[src/gjk_pkg.sv]
`default_nettype none
package gjk_pkg;

   localparam int COORD_W   = 16;
   localparam int MAX_PTS   = 4;
   localparam int BIG_W     = 56;
   localparam int SMALL_W   = 18;
   localparam int PROD_W    = BIG_W + SMALL_W;
   localparam int ACC_W     = 80;
   localparam int CROSS_LAST = 5;
   localparam int DOT_LAST   = 2;

   typedef struct packed {
      logic signed [63:0] z;
      logic signed [63:0] y;
      logic signed [63:0] x;
   } vec_type;

   typedef struct packed {
      logic start;
      logic is_dot;
      logic big_y;
   } mac_ctl_type;

   typedef enum logic [2:0] {
      SRC_AB, SRC_AC, SRC_AD, SRC_AO, SRC_T0, SRC_T1, SRC_E
   } src_type;

   typedef enum logic [4:0] {
      ST_IDLE, ST_TET_F1, ST_TET_D1, ST_TET_F2, ST_TET_D2, ST_TET_F3, ST_TET_D3,
      ST_TRI_N, ST_TRI_C1, ST_TRI_D1, ST_TRI_DAC, ST_TRI_C2, ST_TRI_D2, ST_TRI_DN,
      ST_AB_D, ST_EP_1, ST_EP_2, ST_DONE
   } state_type;

   // component i of a vector
   function automatic logic signed [63:0] comp(input vec_type v, input logic [1:0] i);
      case (i)
         2'd0:    comp = v.x;
         2'd1:    comp = v.y;
         default: comp = v.z;
      endcase
   endfunction

endpackage
`default_nettype wire

[src/gjk_mac.sv]
`default_nettype none
// Shared multiply-accumulate unit: one product per cycle, registered before
// the accumulator. Cross product takes 6 products, dot product 3.
module gjk_mac import gjk_pkg::*; (
   input  wire logic        clock,
   input  wire logic        reset,
   input  wire mac_ctl_type ctl,
   input  wire vec_type     op_x,
   input  wire vec_type     op_y,
   output logic             done,
   output vec_type          result,
   output logic             pos_flag
);

   logic                      run_ff, run_in;
   logic [2:0]                cnt_ff, cnt_in;
   logic                      pv_ff;
   logic [2:0]                ps_ff;
   logic                      dot_ff, big_y_ff;
   logic signed [PROD_W-1:0]  prod_ff;
   logic signed [ACC_W-1:0]   acc_ff;
   vec_type                   res_ff;
   logic                      flag_ff;
   logic                      done_ff;

   logic                      is_dot, big_y;
   logic [2:0]                step;
   logic [1:0]                ci, cj, ck, xi, yi;
   logic signed [63:0]        xa, ya, big_v, small_v;
   logic signed [PROD_W-1:0]  prod;
   logic signed [ACC_W-1:0]   prod_ext, acc_sum, acc_dif;
   logic [2:0]                last;

   assign is_dot = ctl.start ? ctl.is_dot : dot_ff;
   assign big_y  = ctl.start ? ctl.big_y  : big_y_ff;
   assign last   = dot_ff ? 3'(DOT_LAST) : 3'(CROSS_LAST);
   // step 0 is issued in the start cycle
   assign step   = ctl.start ? 3'd0 : cnt_ff;

   // operand index selection for the current step
   always_comb begin
      ci = step[2:1];
      case (ci)
         2'd0:    begin cj = 2'd1; ck = 2'd2; end
         2'd1:    begin cj = 2'd2; ck = 2'd0; end
         default: begin cj = 2'd0; ck = 2'd1; end
      endcase
      if (is_dot) begin
         xi = step[1:0];
         yi = step[1:0];
      end else if (!step[0]) begin
         xi = cj;
         yi = ck;
      end else begin
         xi = ck;
         yi = cj;
      end
      xa      = comp(op_x, xi);
      ya      = comp(op_y, yi);
      big_v   = big_y ? ya : xa;
      small_v = big_y ? xa : ya;
      prod    = PROD_W'(signed'(big_v[BIG_W-1:0]) * signed'(small_v[SMALL_W-1:0]));
   end

   assign prod_ext = ACC_W'(prod_ff);
   assign acc_sum  = ((ps_ff == 3'd0) ? '0 : acc_ff) + prod_ext;
   assign acc_dif  = acc_ff - prod_ext;

   // step counter
   always_comb begin
      run_in = run_ff;
      cnt_in = cnt_ff;
      if (ctl.start) begin
         run_in = 1'b1;
         cnt_in = 3'd1;
      end else if (run_ff) begin
         if (cnt_ff == last) run_in = 1'b0;
         else cnt_in = cnt_ff + 3'd1;
      end
   end

   always_ff @(posedge clock) begin
      if (reset) begin
         run_ff  <= 1'b0;
         cnt_ff  <= '0;
         pv_ff   <= 1'b0;
         done_ff <= 1'b0;
      end else begin
         run_ff  <= run_in;
         cnt_ff  <= ctl.start ? 3'd1 : cnt_in;
         pv_ff   <= ctl.start || run_ff;
         done_ff <= pv_ff && ps_ff == last;
      end
   end

   // payload: product register, accumulator, results
   always_ff @(posedge clock) begin
      if (ctl.start) begin
         dot_ff   <= ctl.is_dot;
         big_y_ff <= ctl.big_y;
      end
      if (ctl.start || run_ff) begin
         prod_ff <= prod;
         ps_ff   <= ctl.start ? 3'd0 : cnt_ff;
      end
      if (pv_ff) begin
         if (dot_ff) begin
            acc_ff <= acc_sum;
            if (ps_ff == 3'(DOT_LAST))
               flag_ff <= (acc_sum > 0);
         end else if (!ps_ff[0]) begin
            acc_ff <= prod_ext;
         end else begin
            case (ps_ff[2:1])
               2'd0:    res_ff.x <= acc_dif[63:0];
               2'd1:    res_ff.y <= acc_dif[63:0];
               default: res_ff.z <= acc_dif[63:0];
            endcase
         end
      end
   end

   assign done     = done_ff;
   assign result   = res_ff;
   assign pos_flag = flag_ff;

endmodule
`default_nettype wire

[config.mk]
export PLATFORM = sky130hd
export DESIGN_NAME = gjk_mac
export DESIGN_NICKNAME = d
export VERILOG_FILES = /design/src/gjk_pkg.sv /design/src/gjk_mac.sv
export SDC_FILE = /design/constraint.sdc
export NUM_CORES = 2
export LEC_CHECK = 0
export BUFFER_PORTS_ARGS = -buffer_cell sky130_fd_sc_hd__buf_2
export CORE_AREA = 2 2 373 264
export CTS_CLUSTER_SIZE = 25
export DETAILED_ROUTE_END_ITERATION = 6
export DIE_AREA = 0 0 375 266
export GPL_ROUTABILITY_DRIVEN = 0
export PLACE_DENSITY_LB_ADDON = 0.1
export SLEW_MARGIN = 20
export SYNTH_ARGS = -nofsm -noshare
export SYNTH_HDL_FRONTEND = slang
export SYNTH_SLANG_ARGS = --single-unit
export TNS_END_PERCENT = 100
[constraint.sdc]
create_clock -name clock -period 11.9 [get_ports clock]
set_input_delay 1.785 -clock clock [delete_from_list [all_inputs] [get_ports clock]]
set_output_delay 1.785 -clock clock [all_outputs]
set_load 0.1 [all_outputs]
=== After elaboration in Yosys (flattened, before gate mapping) ===
Index checks and enable logic that the tools add are counted.

* Register bits: 358
* Word-level logic and storage cells: 71

* Muxes and demuxes: 23
* Equality and inequality tests: 9
* Bitwise logic cells: 3
* Add/subtract/negate cells: 3
* $mul: 1
* Order comparisons: 1
* Reduce and logical (&&, ||, !) cells: 17

{| class="wikitable"
|+ Operators with widths
! operator !! count
|-
| 80-bit two-way mux || 3
|-
| 56-bit case mux with 2 select lines || 2
|-
| 80-bit adder || 1
|-
| 80-bit by 1-bit > comparator with 1-bit output, second input constant || 1
|-
| 56-bit by 18-bit multiplier with 74-bit output || 1
|-
| 64-bit subtractor || 1
|-
| 56-bit two-way mux || 1
|-
| 18-bit two-way mux || 1
|-
| 4-bit AND reduction || 3
|-
| 2-bit by 1-bit equality test with 1-bit output, second input constant || 4
|-
| 2-bit zero test || 4
|-
| 1-bit two-way mux || 8
|-
| 2-bit two-way mux || 4
|-
| 2-bit case mux with 2 select lines || 2
|-
| 3-bit equality test || 2
|-
| 3-bit two-way mux || 2
|-
| 2-bit AND reduction || 3
|-
| 2-bit OR reduction || 2
|-
| 3-bit by 1-bit adder with 3-bit output, second input constant || 1
|-
| 3-bit by 2-bit equality test with 1-bit output, second input constant || 1
|-
| 3-bit zero test || 1
|-
| 1-bit NOT || 3
|-
| 3-bit AND reduction || 1
|-
| 2-bit by 1-bit inequality test with 1-bit output, second input constant || 1
|-
| 4 further kinds || 4
|}

=== Longest topological paths before layout ===
* Depth after elaboration: 9
* Mapped depth: 40
* Depth with buffers taken out: 36

=== Worst setup path after synthesis ===
OpenSTA, ideal clock, no wires.

* Path kind: in2reg
* From: in ctl[2] in the netlist's numbering
* To: reg prod_ff[71] (data pin)
* Setup time: 269 ps
* Setup slack: 1,463 ps
* Stages on the path: 35
* Arrival time: 10,168 ps
* Path buffers: 5
* Path through: clkbuf_1 a21oi_1 buf_2 buf_1 buf_2 mux2i_1 nand2_1 o21ai_0 o21ai_1 clkbuf_1 nand2_1 fa_1 inv_1 fa_1 inv_1 fa_1 inv_1 fa_1 fa_1 inv_1 fa_1 inv_1 ha_1 and3_1 a22oi_1 a31oi_1 or4b_1 a31o_2 a31oi_1 o21ai_0 a21o_1 a221o_1 a41oi_1 o31ai_1 xor2_1

* Longest elaborated chain between the ends: 9
* Elaborated cells between the ends (all ways): 20
* Those cells by class: mul (1); eq/ne (3); mux (13); reduce/logical (3)

{| class="wikitable"
|+ Ends and longest elaborated chain
! what !! RTL line !! text
|-
| from (decl) || gjk_mac.sv:7 || <nowiki>input wire mac_ctl_type ctl,</nowiki>
|-
| 3-bit two-way mux || - ||
|-
| 2-bit by 1-bit equality test with 1-bit output or 2-bit zero test (tied branches) || gjk_mac.sv:43 || <nowiki>case (ci)</nowiki>
|-
| 2-bit case mux with 2 select lines || gjk_mac.sv:43 ||
|-
| 2-bit two-way mux || gjk_mac.sv:51 || <nowiki>end else if (!step[0]) begin</nowiki>
|-
| 2-bit two-way mux || gjk_mac.sv:48 || <nowiki>if (is_dot) begin</nowiki>
|-
| 2-bit by 1-bit equality test with 1-bit output or 2-bit zero test (tied branches) || gjk_pkg.sv:37 || <nowiki>case (i)</nowiki>
|-
| 56-bit case mux with 2 select lines || gjk_pkg.sv:37 ||
|-
| 56-bit two-way mux or 18-bit two-way mux (tied branches) || gjk_mac.sv:60, gjk_mac.sv:61 ||
|-
| 56-bit by 18-bit multiplier with 74-bit output * || gjk_mac.sv:62 || <nowiki>prod = PROD_W'(signed'(big_v[BIG_W-1:0]) * signed'(small_v[SMALL_W-1:0]));</nowiki>
|-
| net prod[71] || gjk_mac.sv:30 || <nowiki>logic signed [PROD_W-1:0] prod;</nowiki>
|-
| to (signal assigned) || gjk_mac.sv:103 || <nowiki>prod_ff <= prod;</nowiki>
|-
| to (decl) || gjk_mac.sv:20 || <nowiki>logic signed [PROD_W-1:0] prod_ff;</nowiki>
|}

Mark *: on every way through the listed nets, which the timed path passes. The rest lies on a longest branch.
A chain may end at the register's enable or synchronous reset.

=== Worst setup path in the final report ===
* From: in ctl[2] in the netlist's numbering
* To: reg prod_ff[58] (data pin)

* Elaborated cells between the ends (all ways): 20
* Those cells by class: mul (1); eq/ne (3); mux (13); reduce/logical (3)

{| class="wikitable"
|+ RTL lines
! what !! RTL line !! text
|-
| 1-bit two-way mux * || - ||
|-
| net is_dot || gjk_mac.sv:26 || <nowiki>logic is_dot, big_y;</nowiki>
|-
| 2-bit two-way mux || gjk_mac.sv:48 ||
|-
| 2-bit by 1-bit equality test with 1-bit output or 2-bit zero test (tied branches) || gjk_pkg.sv:37 ||
|-
| 56-bit case mux with 2 select lines || gjk_pkg.sv:37 ||
|-
| 56-bit two-way mux or 18-bit two-way mux (tied branches) || gjk_mac.sv:60, gjk_mac.sv:61 ||
|-
| 56-bit by 18-bit multiplier with 74-bit output * || gjk_mac.sv:62 ||
|-
| net prod[58] || gjk_mac.sv:30 ||
|}

Marked as above.

==> summary.txt <==
Floorplan
  – Core area: 96700 µm²
  – Initial Util: 59.3%
  – Vertical die dimension: 266 µm
  – DIE AREA: 99800 µm²
  – Die W: 375 µm
  – I/O Pins: 583
  – FP Rows: 96

Synthesis
  – Avg Inst Size Synth: 8.93 µm²
  – Main combinational cell family by area after synthesis: adder cells
  – Ys flop type: edfxtp_1
  – Register bit total from synthesis: 358
  – Area leader, netlist: fa_1
  – Syn_nets: 8065
  – Synthesized area: 57400 µm²
  – Most common cell in the netlist: inv_1
  – Compound-cell area share of the yosys netlist: 9.88%
  – Simple-gate area share of the yosys netlist: 14.9%
  – Area share of xor/xnor cells in the synthesized design: 3.28%
  – Synth cell count leaders: inv_1 (1270), nand2_1 (985), fa_1 (939)
  – Post-Synthesis Cells: 6424
  – Adder-Cell Fraction of Synth Area: 39.6%
  – Synth top area cells: fa_1 (33%), edfxtp_1 (18%), inv_1 (8.3%), ha_1 (6.8%), nand2_1 (6.4%)
  – Seq/Total Area, Yosys: 18.6%
  – Post-synthesis mux area share: 3.50%
  – Synth top area share: 32.8%
  – Share of synthesized flip-flops with an asynchronous set or reset: 0%
  – Number of synthesized flops with an enable pin: 350
  – Yosys cell types: 86
  – Synthesis warning total: 0

Job
  – Max Cap Viol: 0

Timing
  – Worst Max-Slew Pin Slew: 1.11 ns
  – Final setup vio count: 0
  – RSZ-0062 raised after global routing: false
  – Fin. max-slew vios: 0
  – Setup TNS Final: 0 ns
  – Worst relative slew slack: 24.0%
  – Final Hold Vio Count: 0
  – Fin Hold WS: 0.534 ns
  – Final min period: 11.55 ns
  – Final Cycle Share: 97.0%
  – FMAX: 86.6 MHz
  – Setup Skew: 0.0264 ns
  – Final Worst Setup Slack: 0.354 ns

Worst setup path
  – Setup crit end: prod_ff[58]$_DFFE_PP_
  – Crit path kind: input port to flip-flop
  – Req. time, crit path: 12.25 ns
  – Slowest cell on crit path: a2111oi_0
  – Crit end category: flip-flop
  – Reg2reg path depth: 37
  – Worst reg2reg path endpoint: prod_ff[58]$_DFFE_PP_
  – Worst path max stage delay: 0.94 ns
  – Worst Path Arrival: 11.90 ns
  – RR Startpoint: dot_ff$_DFF_P_
  – Crit-path max FO: 34
  – Crit path from: ctl[2]
  – CP Launch Type: input port
  – Crit-path most repeated cell: fa_1
  – R2R Setup Slk: 0.64 ns

Global routing
  – Antenna violations before repair: 6
  – Pin count of the biggest net entering global routing: 106
  – Vias in the first global route: 48100
  – First-pass GRT wire length: 269000 µm
  – All-Layer GR Usage: 34.8%
  – Total gr overflow: 0

Clock network
  – Setup bufs post-CTS: 0
  – TritonCTS Buffers: 31
  – Clk buf depth: 3
  – CTS H-Tree Depth: 1
  – Clk pin slew, worst setup/hold paths: 0.07 ns
  – Hold_buf cts: 0
  – # resized after CTS: 0
  – CTS tree: done
  – Root buf cell: clkbuf_16
  – CTS sink cnt: 358
  – Worst skew pair latency: 0.62 ns

Layout
  – Area delta synth->final: 12.0%
  – Nets: 8653
  – Share of cells above drive strength 1: 14.2%
  – Fin cells: 8316
  – # fillers: 8034

Routing
  – Via density: 5.76
  – Post-route ant nets: 0
  – DRT iter0 DRCs: 4823
  – First-pass detailed-route iteration total: 7
  – Final wirelength: 171000 µm
  – Met3 WL: 21700 µm
  – Met2 wire len: 70800 µm
  – DR WL/cell: 20.5 µm
  – Top sig layer: met5
  – Post-Route M1 WL: 72400 µm
  – Post-route DRC: 2
  – Via Count: 47900

Run status
  – Outcome: finished, violations left
  – Failing checks: DRC

Placed design
  – IO Port Bufs: 534
  – DP Wirelength: 140000 µm
  – DP Cell Count: 8253
  – Place WS: 0.0516 ns

Min path
  – Hold Path Class: flip-flop to flip-flop
==> layout make-up <==
type	instances	area, µm²	share of cell area, %
well taps	1274	1590	2.48
inverters	1272	4770	7.43
flip-flops and latches	358	10700	16.6
clock inverters	25	256	0.399
diodes	6	15.0	0.0234
multi-input cells	4510	41000	63.8
clock buffers	32	779	1.21
repair buffers	839	5200	8.09
==> worst min-delay path by stage <==
stage / start / cells after the start / to / slack, ns
after floorplan: pv_ff$_SDFF_PP0_ / 1 / done$_SDFF_PP0_ / 0.47
after global placement: big_y_ff$_DFF_P_ / 2 / big_y_ff$_DFF_P_ / 0.51
after detailed placement: big_y_ff$_DFF_P_ / 2 / big_y_ff$_DFF_P_ / 0.51
after CTS: big_y_ff$_DFF_P_ / 2 / big_y_ff$_DFF_P_ / 0.54
after global routing: big_y_ff$_DFF_P_ / 2 / big_y_ff$_DFF_P_ / 0.54
final: big_y_ff$_DFF_P_ / 2 / big_y_ff$_DFF_P_ / 0.53
==> worst max-delay path: cells and delay by family <==
kind                     cells  cell delay (ns)
AO/OA/AOI/OAI               10             3.28
XOR/XNOR                     1             0.13
adder cells (fa/ha/maj)      7             3.36
buffers and inverters       11             1.62
multiplexers                 2             0.66
AND/OR/NAND/NOR              7             0.98
==> kinds of logic after synthesis <==
group / after synthesis
AND/OR/NAND/NOR: 1919
buffers and inverters: 1556
adder cells (fa/ha/maj): 1252
AO/OA/AOI/OAI: 929
flip-flops: 358
XOR/XNOR: 215
multiplexers: 195
==> per-stage QoR <==
stage               util (%)  area (µm²)
detailed placement      65.4       63200
finish                  66.5       64300
floorplan                  -       57400
global route            66.5       64300
global placement        65.4       63200
CTS                     66.4       64200
==> layout by cell type, fill, tap and decap left out, types with 12 or more instances in the layout <==
cell type,instances
inv_1,1270
nand2_1,984
fa_1,939
buf_2,534
nor2_1,385
edfxtp_1,350
ha_1,313
buf_4,286
o21ai_0,276
a21oi_1,252
and2_1,147
mux2i_1,146
xnor2_1,145
a21o_1,135
nor2b_1,108
nand3_1,80
xor2_1,70
nand4_1,55
mux2_2,44
nor3_1,37
clkbuf_16,31
o21a_1,26
a31oi_1,25
o21bai_1,25
o21ai_1,23
nand2b_1,23
a211oi_1,20
buf_12,19
and3_1,17
o21ai_2,16
o211ai_1,14
a21boi_0,14
or3_1,13
nor4_1,12
a211o_1,12
==> registers in the layout, summed over array words and instances (netlist names) <==
signal	count
result	192
acc_ff	80
prod_ff	74
cnt_ff	3
ps_ff	3
big_y_ff	1
done	1
dot_ff	1
pos_flag	1
pv_ff	1
run_ff	1
==> layer usage <==
metal,vias up,track usage (%)
met3,358,10.9
met1,23600,50.4
met2,2531,50.5
met4,6,9.33
li1,21400,-
met5,-,0.871
Power is left out: the tool's default activity adds up to more than one toggle a clock period on the data nets, which glitch-free logic cannot reach.
